File: config.mk
export PLATFORM = sky130hd
export DESIGN_NAME = key_matrix_to_char_mapper_top
export DESIGN_NICKNAME = d
export VERILOG_FILES = /design/src/rtl/kmcm_pkg.sv /design/src/rtl/kmcm_keymap.sv /design/src/rtl/key_matrix_to_char_mapper_top.sv
export VERILOG_INCLUDE_DIRS = /design/src /design/src/rtl
export SDC_FILE = /design/constraint.sdc
export NUM_CORES = 1
export LEC_CHECK = 0
export ABC_AREA = 1
export BUFFER_PORTS_ARGS = -buffer_cell sky130_fd_sc_hd__buf_2
export CAP_MARGIN = 0
export CELL_PAD_IN_SITES_DETAIL_PLACEMENT = 0
export CELL_PAD_IN_SITES_GLOBAL_PLACEMENT = 1
export CORE_MARGIN = 5
export CORE_UTILIZATION = 50
export CTS_BUF_LIST = sky130_fd_sc_hd__clkbuf_4 sky130_fd_sc_hd__clkbuf_8
export CTS_CLUSTER_DIAMETER = 120
export DETAILED_ROUTE_END_ITERATION = 10
export PLACE_DENSITY_LB_ADDON = 0.1
export SLEW_MARGIN = 5
export SYNTH_ARGS = -nofsm -noshare
export SYNTH_HDL_FRONTEND = slang
export SYNTH_SLANG_ARGS = --single-unit
File: constraint.sdc
create_clock -name aclk -period 9.13 [get_ports aclk]
set_input_delay 1.826 -clock aclk [delete_from_list [all_inputs] [get_ports aclk]]
set_output_delay 1.826 -clock aclk [all_outputs]
set_load 0.03 [all_outputs]
File: src/rtl/key_matrix_to_char_mapper_top_macros.svh
// assertion macros for the key matrix to character mapper
`ifndef KEY_MATRIX_TO_CHAR_MAPPER_TOP_MACROS_SVH
`define KEY_MATRIX_TO_CHAR_MAPPER_TOP_MACROS_SVH

// same-cycle implication, checked out of reset
`define KMCM_ASSERT_NOW(label, ante, cons, msg) \
    label: assert property (@(posedge aclk) disable iff (!aresetn) (ante) |-> (cons)) \
        else $error(msg);

// next-cycle implication, checked out of reset
`define KMCM_ASSERT_NEXT(label, ante, cons, msg) \
    label: assert property (@(posedge aclk) disable iff (!aresetn) (ante) |=> (cons)) \
        else $error(msg);

`endif

File: src/rtl/kmcm_pkg.sv
// shared types, codes and key tables of the key matrix to character mapper
`default_nettype none

package kmcm_pkg;

    // entry operation codes carried on tuser
    typedef enum logic [1:0] {
        OP_PRESS   = 2'd0,
        OP_RELEASE = 2'd1,
        OP_END     = 2'd2
    } kmcm_op_t;

    // batch-end sequencer states
    typedef enum logic [1:0] {
        ST_IDLE,
        ST_WALK,
        ST_FLUSH
    } kmcm_state_t;

    // which map the lookup uses
    typedef struct packed {
        logic symbol;
        logic upper;
    } kmcm_mode_t;

    localparam logic [1:0] SYM_ROW   = 2'd1;
    localparam logic [3:0] SYM_COL   = 4'd10;
    localparam logic [1:0] SHIFT_ROW = 2'd2;
    localparam logic [3:0] SHIFT_COL = 4'd7;
    localparam logic [3:0] NUM_COLS  = 4'd11;

    // results per batch are capped at eight
    localparam int unsigned NF_W = 4;
    localparam logic [NF_W-1:0] MAX_RESULTS = 4'd8;

    typedef logic [6:0] kmcm_char_t;

    localparam kmcm_char_t MAP_LOWER [0:3][0:10] = '{
        '{7'h00, 7'h71, 7'h77, 7'h65, 7'h72, 7'h74, 7'h79, 7'h75, 7'h69, 7'h6F, 7'h70},
        '{7'h61, 7'h73, 7'h64, 7'h66, 7'h67, 7'h68, 7'h6A, 7'h6B, 7'h6C, 7'h0A, 7'h00},
        '{7'h7A, 7'h78, 7'h63, 7'h76, 7'h62, 7'h6E, 7'h6D, 7'h00, 7'h08, 7'h20, 7'h00},
        '{7'h00, 7'h00, 7'h00, 7'h00, 7'h00, 7'h00, 7'h00, 7'h00, 7'h00, 7'h00, 7'h00}
    };

    localparam kmcm_char_t MAP_UPPER [0:3][0:10] = '{
        '{7'h00, 7'h51, 7'h57, 7'h45, 7'h52, 7'h54, 7'h59, 7'h55, 7'h49, 7'h4F, 7'h50},
        '{7'h41, 7'h53, 7'h44, 7'h46, 7'h47, 7'h48, 7'h4A, 7'h4B, 7'h4C, 7'h0A, 7'h00},
        '{7'h5A, 7'h58, 7'h43, 7'h56, 7'h42, 7'h4E, 7'h4D, 7'h00, 7'h08, 7'h20, 7'h00},
        '{7'h00, 7'h00, 7'h00, 7'h00, 7'h00, 7'h00, 7'h00, 7'h00, 7'h00, 7'h00, 7'h00}
    };

    localparam kmcm_char_t MAP_SYMBOL [0:3][0:10] = '{
        '{7'h00, 7'h31, 7'h32, 7'h33, 7'h34, 7'h35, 7'h36, 7'h37, 7'h38, 7'h39, 7'h30},
        '{7'h2E, 7'h2F, 7'h2B, 7'h2D, 7'h3D, 7'h3A, 7'h27, 7'h22, 7'h40, 7'h09, 7'h00},
        '{7'h5F, 7'h24, 7'h3B, 7'h3F, 7'h21, 7'h2C, 7'h2E, 7'h00, 7'h08, 7'h20, 7'h00},
        '{7'h00, 7'h00, 7'h00, 7'h00, 7'h00, 7'h00, 7'h00, 7'h00, 7'h00, 7'h00, 7'h00}
    };

endpackage

`default_nettype wire

File: src/rtl/kmcm_keymap.sv
// key position to character lookup through the fixed maps
`default_nettype none

module kmcm_keymap import kmcm_pkg::*; (
    input  wire logic [1:0]  key_row,
    input  wire logic [3:0]  key_col,
    input  wire kmcm_mode_t  mode,
    output kmcm_char_t       char_code
);

    // columns past the matrix map to nothing
    always_comb begin
        char_code = '0;
        if (key_col < NUM_COLS) begin
            if (mode.symbol) begin
                char_code = MAP_SYMBOL[key_row][key_col];
            end else if (mode.upper) begin
                char_code = MAP_UPPER[key_row][key_col];
            end else begin
                char_code = MAP_LOWER[key_row][key_col];
            end
        end
    end

endmodule

`default_nettype wire

File: src/rtl/key_matrix_to_char_mapper_top.sv
// key matrix to character mapper: entry buffer, modifiers and batch-end sequencer
//
// Input stream: one transaction per key entry. s_tuser[1:0] is the operation
// (press, release, end of batch), s_tdata holds the key row and column.
// Presses are buffered (up to MAX_PRESSED); symbol and shift presses set the
// modifier, their releases are held until the batch ends.
// Output stream: one transaction per mapped character, m_tlast on the final
// character of a batch. A batch with no characters produces no transaction.
// Press and release entries are accepted while the sequencer is idle. An
// end-of-batch entry keeps s_tready low while the sequencer reads one
// buffered key per cycle through the shared map lookup, waiting while the
// output is stalled, and then closes the batch in the flush state. One
// character is held back so the final one can carry m_tlast.
// When the receiver stalls the output register holds and the walk waits on it;
// input stays blocked until the batch is finished.
// Reset clears the buffer count, modifiers, caps lock and pending releases and
// arms caps lock; buffer contents are not cleared.
`default_nettype none

module key_matrix_to_char_mapper_top import kmcm_pkg::*; #(
    parameter int unsigned MAX_PRESSED = 8
) (
    input  wire logic       aclk,
    input  wire logic       aresetn,
    input  wire logic       s_tvalid,
    output logic            s_tready,
    input  wire logic [7:0] s_tdata,   // [1:0] key_row, [5:2] key_col, [7:6] zero
    input  wire logic [1:0] s_tuser,   // [1:0] operation
    output logic            m_tvalid,
    input  wire logic       m_tready,
    output logic [7:0]      m_tdata,   // [6:0] char_code, [7] zero
    output logic            m_tlast
);

    localparam int unsigned CNT_W = $clog2(MAX_PRESSED + 1);
    localparam int unsigned IDX_W = (MAX_PRESSED > 1) ? $clog2(MAX_PRESSED) : 1;

    kmcm_state_t      state_reg, state_next;
    logic [CNT_W-1:0] count_reg, count_next;
    logic [CNT_W-1:0] idx_reg, idx_next;
    logic [NF_W-1:0]  nfound_reg, nfound_next;
    logic             symbol_reg, symbol_next;
    logic             shift_reg, shift_next;
    logic             caps_on_reg, caps_on_next;
    logic             caps_armed_reg, caps_armed_next;
    logic             sym_rel_reg, sym_rel_next;
    logic             shift_rel_reg, shift_rel_next;
    logic             hold_valid_reg, hold_valid_next;
    kmcm_char_t       hold_char_reg, hold_char_next;
    logic             out_valid_reg, out_valid_next;
    kmcm_char_t       out_char_reg, out_char_next;
    logic             out_last_reg, out_last_next;

    logic [5:0]       buf_mem [MAX_PRESSED];

    logic [1:0]       in_row;
    logic [3:0]       in_col;
    kmcm_op_t         in_op;
    logic             in_accept;
    logic             is_sym, is_shift;
    logic             buf_write;
    logic [5:0]       rd_entry;
    kmcm_mode_t       map_mode;
    kmcm_char_t       map_char;
    logic             out_free;
    logic             walk_done;

    assign in_row    = s_tdata[1:0];
    assign in_col    = s_tdata[5:2];
    assign in_op     = kmcm_op_t'(s_tuser);
    assign in_accept = s_tvalid && s_tready;
    assign is_sym    = (in_row == SYM_ROW) && (in_col == SYM_COL);
    assign is_shift  = (in_row == SHIFT_ROW) && (in_col == SHIFT_COL);
    assign buf_write = in_accept && (in_op == OP_PRESS) && (count_reg < CNT_W'(MAX_PRESSED));

    // pressed-key buffer
    always_ff @(posedge aclk) begin
        if (buf_write) begin
            buf_mem[count_reg[IDX_W-1:0]] <= {in_row, in_col};
        end
    end

    assign rd_entry = (idx_reg < count_reg) ? buf_mem[idx_reg[IDX_W-1:0]] : '0;

    // shared map lookup
    assign map_mode.symbol = symbol_reg;
    assign map_mode.upper  = shift_reg || caps_on_reg;

    kmcm_keymap u_keymap (
        .key_row   (rd_entry[5:4]),
        .key_col   (rd_entry[3:0]),
        .mode      (map_mode),
        .char_code (map_char)
    );

    assign out_free  = !out_valid_reg || m_tready;
    assign walk_done = (idx_reg == count_reg) || (nfound_reg == MAX_RESULTS);

    // sequencer: next state and register updates
    always_comb begin
        state_next      = state_reg;
        count_next      = count_reg;
        idx_next        = idx_reg;
        nfound_next     = nfound_reg;
        symbol_next     = symbol_reg;
        shift_next      = shift_reg;
        caps_on_next    = caps_on_reg;
        caps_armed_next = caps_armed_reg;
        sym_rel_next    = sym_rel_reg;
        shift_rel_next  = shift_rel_reg;
        hold_valid_next = hold_valid_reg;
        hold_char_next  = hold_char_reg;
        out_valid_next  = out_valid_reg && !m_tready;
        out_char_next   = out_char_reg;
        out_last_next   = out_last_reg;
        s_tready        = 1'b0;

        case (state_reg)
            ST_IDLE: begin
                s_tready = 1'b1;
                if (in_accept) begin
                    case (in_op)
                        OP_PRESS: begin
                            if (is_sym) begin
                                symbol_next = 1'b1;
                            end
                            if (is_shift) begin
                                shift_next = 1'b1;
                            end
                            if (buf_write) begin
                                count_next = count_reg + CNT_W'(1);
                            end
                        end
                        OP_RELEASE: begin
                            if (is_sym) begin
                                sym_rel_next = 1'b1;
                            end
                            if (is_shift) begin
                                shift_rel_next = 1'b1;
                            end
                        end
                        OP_END: begin
                            // caps toggle comes before mapping
                            if (symbol_reg && shift_reg && caps_armed_reg) begin
                                caps_on_next    = !caps_on_reg;
                                caps_armed_next = 1'b0;
                            end
                            idx_next    = '0;
                            nfound_next = '0;
                            state_next  = ST_WALK;
                        end
                        default: begin
                        end
                    endcase
                end
            end
            ST_WALK: begin
                if (walk_done) begin
                    state_next = ST_FLUSH;
                end else if (map_char != '0) begin
                    // a new character releases the held one as not last
                    if (!hold_valid_reg || out_free) begin
                        if (hold_valid_reg) begin
                            out_valid_next = 1'b1;
                            out_char_next  = hold_char_reg;
                            out_last_next  = 1'b0;
                        end
                        hold_valid_next = 1'b1;
                        hold_char_next  = map_char;
                        nfound_next     = nfound_reg + NF_W'(1);
                        idx_next        = idx_reg + CNT_W'(1);
                    end
                end else begin
                    idx_next = idx_reg + CNT_W'(1);
                end
            end
            ST_FLUSH: begin
                if (!hold_valid_reg || out_free) begin
                    if (hold_valid_reg) begin
                        out_valid_next = 1'b1;
                        out_char_next  = hold_char_reg;
                        out_last_next  = 1'b1;
                    end
                    hold_valid_next = 1'b0;
                    // apply releases, then re-arm caps
                    if (sym_rel_reg) begin
                        symbol_next = 1'b0;
                    end
                    if (shift_rel_reg) begin
                        shift_next = 1'b0;
                    end
                    if (!(symbol_reg && !sym_rel_reg) && !(shift_reg && !shift_rel_reg)) begin
                        caps_armed_next = 1'b1;
                    end
                    sym_rel_next   = 1'b0;
                    shift_rel_next = 1'b0;
                    count_next     = '0;
                    state_next     = ST_IDLE;
                end
            end
            default: begin
                state_next = ST_IDLE;
            end
        endcase
    end

    // state and control registers
    always_ff @(posedge aclk) begin
        if (!aresetn) begin
            state_reg      <= ST_IDLE;
            count_reg      <= '0;
            idx_reg        <= '0;
            nfound_reg     <= '0;
            symbol_reg     <= 1'b0;
            shift_reg      <= 1'b0;
            caps_on_reg    <= 1'b0;
            caps_armed_reg <= 1'b1;
            sym_rel_reg    <= 1'b0;
            shift_rel_reg  <= 1'b0;
            hold_valid_reg <= 1'b0;
            out_valid_reg  <= 1'b0;
        end else begin
            state_reg      <= state_next;
            count_reg      <= count_next;
            idx_reg        <= idx_next;
            nfound_reg     <= nfound_next;
            symbol_reg     <= symbol_next;
            shift_reg      <= shift_next;
            caps_on_reg    <= caps_on_next;
            caps_armed_reg <= caps_armed_next;
            sym_rel_reg    <= sym_rel_next;
            shift_rel_reg  <= shift_rel_next;
            hold_valid_reg <= hold_valid_next;
            out_valid_reg  <= out_valid_next;
        end
    end

    // payload registers
    always_ff @(posedge aclk) begin
        hold_char_reg <= hold_char_next;
        out_char_reg  <= out_char_next;
        out_last_reg  <= out_last_next;
    end

    assign m_tvalid = out_valid_reg;
    assign m_tdata  = {1'b0, out_char_reg};
    assign m_tlast  = out_last_reg;

    // checks
    `include "key_matrix_to_char_mapper_top_macros.svh"

    `KMCM_ASSERT_NOW(a_idle_no_held_char, state_reg == ST_IDLE, !hold_valid_reg, "held char while idle")
    `KMCM_ASSERT_NOW(a_result_cap, 1'b1, nfound_reg <= MAX_RESULTS, "result count over cap")
    `KMCM_ASSERT_NEXT(a_batch_clears, state_reg == ST_FLUSH && state_next == ST_IDLE, count_reg == '0 && !sym_rel_reg && !shift_rel_reg, "batch state not cleared")
    `KMCM_ASSERT_NEXT(a_caps_only_at_end, state_reg != ST_IDLE || !s_tvalid, $stable(caps_on_reg), "caps changed outside batch end")

endmodule

`default_nettype wire

Word level (Yosys, flattened, before mapping)
Memories as Yosys holds them, arrays and structs flattened. A register that Yosys moved wholly into a read port is not among the register bits. Index checks and enable logic that the tools add are counted.

Memories kept: 1. Bits in registers: 37. RAM bits: 48. Output and inout bits: 11. Word-level logic and storage cells: 192. Bits of input ports: 14.

Memory list: buf_mem (depth 8, width 6, rd ports 1, clocked after memory_dff 1, wr ports 1, RTL line key_matrix_to_char_mapper_top.sv:54) `logic [5:0] buf_mem [MAX_PRESSED];`.

Add/sub/neg operators: 3. Reduce and logical (&&, ||, !) cells: 43. Eq/ne operators: 29. Magnitude comparators: 5. Bitwise logic cells: 3. Multiplexer cells: 93.

Operators by type and width (number): binary-select mux 77 bit (select 2 bit) (3); 2-to-1 mux 77 bit (6); 2-to-1 mux 7 bit (13); binary-select mux 7 bit (select 4 bit) (3); 2-to-1 mux 4 bit (12); 2-to-1 mux 1 bit (36); inequality test 2 bit, second input constant (16); AND reduction 5 bit (5); one-hot mux 4 bit (2 select lines) (3); AND reduction 6 bit (4); one-hot mux 1 bit (2 select lines) (8); one-hot mux 7 bit (2 select lines) (1); adder 4 x 1 -> 4 bit, second input constant (3); AND reduction 4 bit (3); logical AND 1 bit (11); == test 4 bit, second input constant (2); logical NOT 1 bit (8); < comparator 4 bit, second input constant (2); 2-to-1 mux 2 bit (4); AND reduction 7 bit (1); nonzero test 7 bit (1); == test 2 x 1 -> 1 bit, second input constant (3); == test 2 bit, second input constant (3); 2-to-1 mux 3 bit (2); 16 further kinds (23).

Depth between registers and ports, before layout
Gate-level depths: netlist of the first run.

Depth after elaboration: 18. Mapped depth: 26. Gate-level depth less buffers: 24.

By module
A second synthesis of the first run with hierarchy kept.

Cells, all modules: 616. Area, all modules: 5058.6 µm².

By module, submodules not included: key_matrix_to_char_mapper_top (sequential area each 2392.3 µm², area an instance 4108.9 µm², times used 1, cells an instance 417); kmcm_keymap (sequential area each 0.0 µm², area an instance 949.7 µm², times used 1, cells an instance 199).

Least setup slack after synthesis of the first run
Ideal clock, no wire load.

Kind: reg2reg. Start: register count_reg[1]. End: register hold_char_reg[0], enable pin. Clock period less this slack: 3.581 ns. Setup slack: 5.549 ns. Data required time: 8.748 ns. Stages on the path, launching flop included: 20. Path buffers: 1. Data arrival time: 3.199 ns. Library setup time: 0.382 ns. Cell sequence: dfxtp_1 inv_2 ha_1 inv_1 o21bai_4 a21oi_4 buf_6 nand3_4 ha_1 inv_1 nand2_1 nand2_1 nand2_1 nand2_1 nand3_1 nand2_1 a21oi_2 nor2_4 nand2_2 nor3b_1.

Longest elaborated chain between the ends: 14. Elaborated cells between the ends (all ways): 31. Those cells by class: order compare: 2; eq/ne: 1; mux: 22; bitwise: 3; reduce/logical: 3.

Ends and longest elaborated chain: from (decl) (RTL line key_matrix_to_char_mapper_top.sv:39) `logic [CNT_W-1:0] count_reg, count_next;`; from (signal assigned) (RTL line key_matrix_to_char_mapper_top.sv:224) `count_reg <= count_next;`; < comparator 4 bit * (RTL line key_matrix_to_char_mapper_top.sv:83) `assign rd_entry = (idx_reg < count_reg) ? buf_mem[idx_reg[IDX_W-1:0]] : '0;`; 2-to-1 mux 6 bit * (RTL line key_matrix_to_char_mapper_top.sv:83); NOT 2 -> 3 bit (implied by the code) (RTL line kmcm_keymap.sv:16, kmcm_keymap.sv:18, kmcm_keymap.sv:20); binary-select mux 77 bit (select 2 bit) (on tied branches) (RTL line kmcm_keymap.sv:20, kmcm_keymap.sv:18); 2-to-1 mux 77 bit (on tied branches) (2 in a row) (RTL line kmcm_keymap.sv:20, kmcm_keymap.sv:18); binary-select mux 7 bit (select 4 bit) (on tied branches) (RTL line kmcm_keymap.sv:20, kmcm_keymap.sv:18); 2-to-1 mux 7 bit (on tied branches) (2 in a row) (RTL line kmcm_keymap.sv:20, kmcm_keymap.sv:18); 2-to-1 mux 7 bit (RTL line kmcm_keymap.sv:17) `end else if (mode.upper) begin`; 2-to-1 mux 7 bit (RTL line kmcm_keymap.sv:15) `if (mode.symbol) begin`; 2-to-1 mux 7 bit * (RTL line kmcm_keymap.sv:14) `if (key_col < NUM_COLS) begin`; named net map_char[6] (RTL line key_matrix_to_char_mapper_top.sv:64) `kmcm_char_t map_char;`; nonzero test 7 bit * (RTL line key_matrix_to_char_mapper_top.sv:160) `end else if (map_char != '0) begin`; AND reduction 4 bit (no source line) *; to (signal assigned) (RTL line key_matrix_to_char_mapper_top.sv:240) `hold_char_reg <= hold_char_next;`; to (decl) (RTL line key_matrix_to_char_mapper_top.sv:49) `kmcm_char_t hold_char_reg, hold_char_next;`.

Mark *: on every way through the listed nets, which the timed path passes. The rest lies on a longest branch. The select of a mux whose other input is x is not followed. A chain may end at the register's enable or synchronous reset.

Final worst setup path of the first run
Start: register count_reg[2]. End: register hold_char_reg[3], enable pin.

The elaborated chain is that of the path after synthesis.

==> summary.md, run 1 <==
| Metric | Value |
|---|---|
| Drt via density | between 5 and 6 |
| Clk root buf | clkbuf_8 |
| Max Fclk | between 200 and 250 MHz |
| Slew headroom | between 20 and 30% |
| Post-synth top cells | 184 x nand2_1, 77 x nand3_1, 66 x inv_1 |
| Dpl cells | between 700 and 800 |
| Final ANT Viol Nets | 0 |
| Die X | around 110 microns |
| Final Hold Fails | 0 |
| Final Cycle Share | about half |
| Post-cts sizing count | 0 |
| TritonRoute pass-1 iters | 5 |
| Setup TNS Final | 0 ns |
| Top cells by area, synth | edfxtp_1 37%, nand2_1 13%, dfxtp_1 9.7%, nand3_1 7.5%, inv_1 4.8% |
| Routed WL | between 10000 and 15000 microns |
| Residual DRC count | 0 |
| Top cell type by total area after synthesis | edfxtp_1 |
| Status | finished, final reports clean |
| Critical Path Start Type | flip-flop |
| Async SR Flop Fraction | 0% |
| Syn Inst Count | 640 |
| Die Area | between 10000 and 15000 sq um |
| CTS Buf Count | 9 |
| Syn-to-layout area delta | 6.89% |
| Leak pwr | 2.40 nW |
| Endpoints failing setup | 0 |
| # diodes | 0 |
| CTS max path bufs | 2 |
| Cells along the critical path | inv_1 > ha_1 > nand2_1 > inv_1 > a21oi_4 > nand2_2 > ha_1 > inv_1 > nand2_1 > nand2_1 > nand2_1 > nand2_1 > nand3_1 > nand2_1 > a21oi_2 > nor2_4 > nand2_2 > nor3b_1 |
| EDFF count, synth | 63 |
| Peak VDD IR | between 0.00015 and 0.0002 V |
| Via count | ~4200 |
| Fillers | a little under 1000 |
| YS warnings | 0 |
| Worst-skew pair later-pin latency | 0.36 ns |
| #FFs+latches synth | 88 |
| Hold WC Path Type | reg2reg |
| Largest net degree at the start of global routing | 29 |
| Buffer and inverter count on the worst path | 3 |
| First-pass GRT wire length | 19500 microns |
| Seq/Total Area, Yosys | between 40% and 50% |
| CP most frequent cell | nand2_1 |
| GP Congestion | between 0.9 and 1 |
| PD cells | 370 nW/um^2 |
| Worst slew pin tran | 1.06 ns |
| CTS Hold Buffers Added | 0 |
| Vias in the first global route | ~3900 |
| I/O Pins | 25 |
| Syn Nets | roughly 670 |
| PnR Total Power | about 2.0 mW |
| Initial antenna violation count | 0 |
| Worst endpoint required time | 9.11 ns |
| Port bufs | 21 |
| H-tree lvl count | 3 |
| Slew Viols, Final | 0 |
| RSZ-0062 raised after global routing | no |
| Post-synth top area share | a little under two fifths |
| Layout cells sized above 1 | between 10% and 20% |
| CP max FO | 13 |
| Prevailing post-synth register cell | edfxtp_1 |
| Critical path data arrival time | 4.50 ns |
| Total global routing overflow | 0 |
| Most instantiated library cell after synthesis | nand2_1 |
| Period minus WS final | 4.52 ns |
| GRT Overall Usage | around 20% |
| # Max-Cap Violations | 0 |
| CTS sink count | slightly below 90 |
| Clk pin slew, worst setup/hold paths | ~0.090 ns |
| Die height | ~110 microns |
| Worst-case clock skew | 0.0128 ns |
| Max FFs per register | 48 |
| CP max stage cell | nor3b_1 |
| Unique masters post-synth | 41 |
| CP peak stage delay | between 0.8 and 0.9 ns |
| CTS tree | built |
| Avg WL per Cell | about 15 microns |
| Site Rows | 37 |
| Final std cells w/o fill | 794 |
| 1st-iter DRT viols | 329 |
| Starting Density | 50.5% |
| Mapped cell area | slightly above 5000 sq um |
| Critical path's top delay family | simple AND/OR/NAND/NOR gates |
| Avg Inst Size Synth | 8.03 sq um |
| Hold slack | around 0.43 ns |
| Core area | around 10000 sq um |
| Final net count | between 600 and 700 |
| Critical path class | reg2reg |
| Dpl hpwl | roughly 8600 microns |
| Setup repair bufs after CTS | 0 |
| Crit. End Element | flip-flop |
==> where the power goes <==
part,switching [mW],internal (mW)
clock,0.145,0.159
combinational,0.838,0.351
sequential,0.0353,0.502
==> area by class of cell <==
cell class	count	area, sq um	share of cell area [%]
Clock buffer	10	131	2.39
Clock inverter	6	92.6	1.69
Inverter	76	290	5.28
Multi-Input combinational cell	456	2300	41.9
Sequential cell	88	2390	43.5
Tap cell	136	170	3.10
Timing Repair Buffer	22	113	2.05
==> stage by stage <==
stage          cell area, sq um  utilization [%]  setup WS, ns
2_1_floorplan              5140                -          5.55
3_3_place_gp               5270             51.7          4.72
3_5_place_dp               5270             51.7          4.66
4_1_cts                    5490             53.9          4.62
5_1_grt                    5490             53.9          4.19
6_report                   5490             53.9          4.61
==> logic make-up after synthesis <==
family	after synthesis	share of synthesized area, %
flip-flops	88	46.5
AO/OA/AOI/OAI	73	8.08
AND/OR/NAND/NOR	364	32.5
other	1	0.0730
adder cells (fa/ha/maj)	15	3.65
XOR/XNOR	3	0.511
buffers and inverters	96	8.62
==> worst paths after layout <==
kind                    startpoint                to  slack [ns]  cells past startpoint
setup / recovery      count_reg[2]  hold_char_reg[3]        4.61                     18
hold / removal    hold_char_reg[3]   out_char_reg[3]        0.43                      0
setup reg to reg      count_reg[2]  hold_char_reg[3]        4.61                     18
hold reg to reg   hold_char_reg[3]   out_char_reg[3]        0.43                      0
==> layout by cell type (no fill, tap or decap), types with 15 or more instances in the layout <==
master,n
a21oi_1,34
buf_2,21
dfxtp_1,25
edfxtp_1,63
ha_1,15
inv_1,66
nand2_1,184
nand3_1,77
nor2_1,55
o21ai_0,15
==> per-layer routing <==
| layer | share of wire (%) | track usage (%) | routed length, microns |
|---|---|---|---|
| met1 | 47 | 27.4 | 5660 |
| met3 | 5.1 | 3.37 | 607 |
| met2 | 46 | 30.8 | 5550 |
| met5 | 0 | 0 | 0 |
| met4 | 1.0 | 6.49 | 121 |
Note: power is estimated with default switching activity, not from simulation.
==> run 2: changes to the inputs <==
CORE_UTILIZATION = 48   (was 50)
clock period = 4.4 ns   (was 9.13 ns; I/O delays follow)
==> run 2 against run 1 <==
Clock-buffer cell count grew 1; sequential share of layout area up 0.17 points; sequential power up 100%; critical path depth up 2; final area shrank 0.39%; clock skew up 0.0018 ns; fmax is 21% higher; die area increased by 3.8%; first-iteration DRC count decreased by 25%; clock power increased by 70%; critical endpoint is now hold_char_reg[1]; largest power group unchanged.
==> summary.md, run 2 (synthesis results as in run 1) <==
| Metric | Value |
|---|---|
| # diodes | 0 (unchanged) |
| Final ANT Viol Nets | 0 (unchanged) |
| Reg2reg start | count_reg[1] |
| GP Congestion | 0.899 (-4.9%) |
| CTS tree | built |
| Final Cycle Share | 85.3% (+36 points) |
| Dpl hpwl | 8930 microns (+4.2%) |
| Core area | 10400 sq um (+1.8%) |
| Post-DP Area | 5300 sq um (+0.57%) |
| R2r setup slk | 0.65 ns (-3.96 ns) |
| CTS Hold Buffers Added | 0 (unchanged) |
| Critical path class | reg2reg |
| Layout cells sized above 1 | 12.7% (+0.38 points) |
| Sw Pwr | 2.11 mW (+110%) |
| # Max-Cap Violations | 0 (unchanged) |
| Die Area | 12900 sq um (+3.8%) |
| Final Hold Fails | 0 (unchanged) |
| P_int | 2.01 mW (+98%) |
| Syn-to-layout area delta | 6.48% |
| Crit. End Element | flip-flop |
| Max Fclk | 267 MHz (+21%) |
| Hold WC Path Type | reg2reg |
| Slew Viols, Final | 0 (unchanged) |
| Cells along the critical path | inv_2 > ha_1 > inv_1 > o21bai_4 > a21oi_4 > nand3_4 > inv_2 > ha_1 > inv_1 > nor2_1 > nand2_1 > nand3_1 > nand2_1 > a21oi_1 > nor2_2 > nand2_1 > nor2_4 > nand2_2 > nor3b_1 > buf_4 |
| CP peak stage delay | 0.42 ns (-0.44 ns) |
| CP max stage cell | dfxtp_1 |
| Worst-case clock skew | 0.0146 ns (+0.00180 ns) |
| Final std cells w/o fill | 798 (+0.50%) |
| Flop pwr share | 26.8% (+0.3 points) |
| Peak VDD IR | 0.000414 V (+150%) |
| Vias in the first global route | 4147 (+6.6%) |
| Most frequent cells in the layout | 184 x nand2_1, 77 x nand3_1, 66 x inv_1 |
| CTS Buf Count | 9 (unchanged) |
| Status | finished, final reports clean |
| Largest net degree at the start of global routing | 28 (-3.4%) |
| Clock power share | 12.6% (-2.4 points) |
| Fin area | 5470 sq um (-0.39%) |
| Combinational Power Share | 60.6% (+2.0 points) |
| Starting Density | 49.6% (-0.90 points) |
| Residual DRC count | 0 (unchanged) |
| Worst-skew pair later-pin latency | 0.37 ns (about the same) |
| H-tree lvl count | 3 (unchanged) |
| CTS max path bufs | 2 (unchanged) |
| Reg2Reg Depth | 20 (+2) |
| Setup repair bufs after CTS | 0 (unchanged) |
| CTS sink count | 88 (unchanged) |
| Final net count | 686 (+0.59%) |
| Slew headroom | 26.6% (-2.2 points) |
| GRT Overall Usage | 20.1% (+0.58 points) |
| Site Rows | 37 (unchanged) |
| Max FFs per register | 48 (unchanged) |
| Initial antenna violation count | 0 (unchanged) |
| Dpl ws | 0.697 ns (-3.96 ns) |
| Sw frac | 51.3% (+1.1 points) |
| RSZ-0062 raised after global routing | no |
| Commonest non-fill, non-tap cell in the layout | nand2_1 |
| Avg WL per Cell | 15.2 microns (+1.0%) |
| 1st-iter DRT viols | 248 (-25%) |
| Clk root buf | clkbuf_8 |
| Post-cts sizing count | 0 (unchanged) |
| PD cells | 753 nW/um^2 (+100%) |
| Setup ws final | 0.649 ns (-3.96 ns) |
| R2r endpoint | hold_char_reg[1] |
| First-pass GRT wire length | 20600 microns (+5.3%) |
| HP Start | hold_char_reg[2] |
| Via count | 4275 (+1.9%) |
| Endpoints failing setup | 0 (unchanged) |
| CP max FO | 7 (-6) |
| Clk pin slew, worst setup/hold paths | 0.09 ns (about the same) |
| Die X | 113 microns (+1.9%) |
| Worst endpoint required time | 4.47 ns (-4.64 ns) |
| Drt via density | 5.36 (+1.4%) |
| Critical Path Start Type | flip-flop |
| Leak pwr | 2.40 nW (+0.11%) |
| I/O Pins | 25 (unchanged) |
| Die height | 113 microns (+1.9%) |
| Port bufs | 21 (unchanged) |
| CP most frequent cell | nand2_1 |
| Dpl cells | 782 (+0.51%) |
| Worst slew pin tran | 1.09 ns (+0.0329 ns) |
| Critical path data arrival time | 3.82 ns (-0.68 ns) |
| Hold Path End | out_char_reg[2] |
| Critical path's top delay family | simple AND/OR/NAND/NOR gates |
| Period minus WS final | 3.75 ns (-0.771 ns) |
| Routed WL | 12100 microns (+1.5%) |
| Setup TNS Final | 0 ns (unchanged) |
| TritonRoute pass-1 iters | 5 (unchanged) |
| Fillers | 1032 (+4.2%) |
| Buffer and inverter count on the worst path | 5 (+2) |
| Total global routing overflow | 0 (unchanged) |
| Cell depth of the worst min-delay path | 0 (unchanged) |
| Layout Utilization | 52.8% (-1.2 points) |
==> run 2: cell count changes in the layout (fill, tap and decap cells not counted), sizes merged <==
cell / change
clkinvlp: -1
clkinv: +3
clkbuf: +1
bufinv: -2
inv: -1
buf: +4
==> run 2: through the flow <==
step                      hold slack, ns  power, mW
after floorplan                    0.400       3.12
after CTS                          0.414       4.12
after global placement             0.404       3.59
final                              0.419       4.12
after global routing               0.428       4.52
after detailed placement           0.412       3.60
==> run 2: cell type report <==
| class | count | area, sq um | share of cell area [%] |
|---|---|---|---|
| clock inverters | 5 | 33.8 | 0.617 |
| multi-input cells | 456 | 2300 | 42.1 |
| clock buffers | 11 | 139 | 2.54 |
| inverters | 76 | 290 | 5.30 |
| flip-flops and latches | 88 | 2390 | 43.7 |
| well taps | 136 | 170 | 3.11 |
| repair buffers | 26 | 143 | 2.61 |
==> run 2: worst max path at each step <==
stage	cells past startpoint	startpoint	end
final	20	count_reg[1]	hold_char_reg[1]
after detailed placement	19	count_reg[1]	hold_char_reg[3]
after global placement	19	count_reg[2]	hold_char_reg[5]
after CTS	19	count_reg[1]	hold_char_reg[3]
after global routing	20	count_reg[2]	hold_char_reg[6]
after floorplan	19	count_reg[1]	hold_char_reg[0]
==> run 2: power by group through the flow <==
stage	registers, mW	clock network (mW)	logic [mW]
detailed placement	1.12	0	2.47
global route	1.12	0.566	2.83
CTS	1.11	0.530	2.49
global placement	1.12	0	2.47
finish	1.10	0.517	2.50
floorplan	1.14	0	1.98
==> run 2: metal layers <==
metal	track usage [%]	share of wire, %	vias to the layer above
li1	-	-	2144
met1	27.5	48	2016
met2	32.4	46	97
met3	3.66	4.3	18
met4	6.57	1.7	0
met5	0	0	-
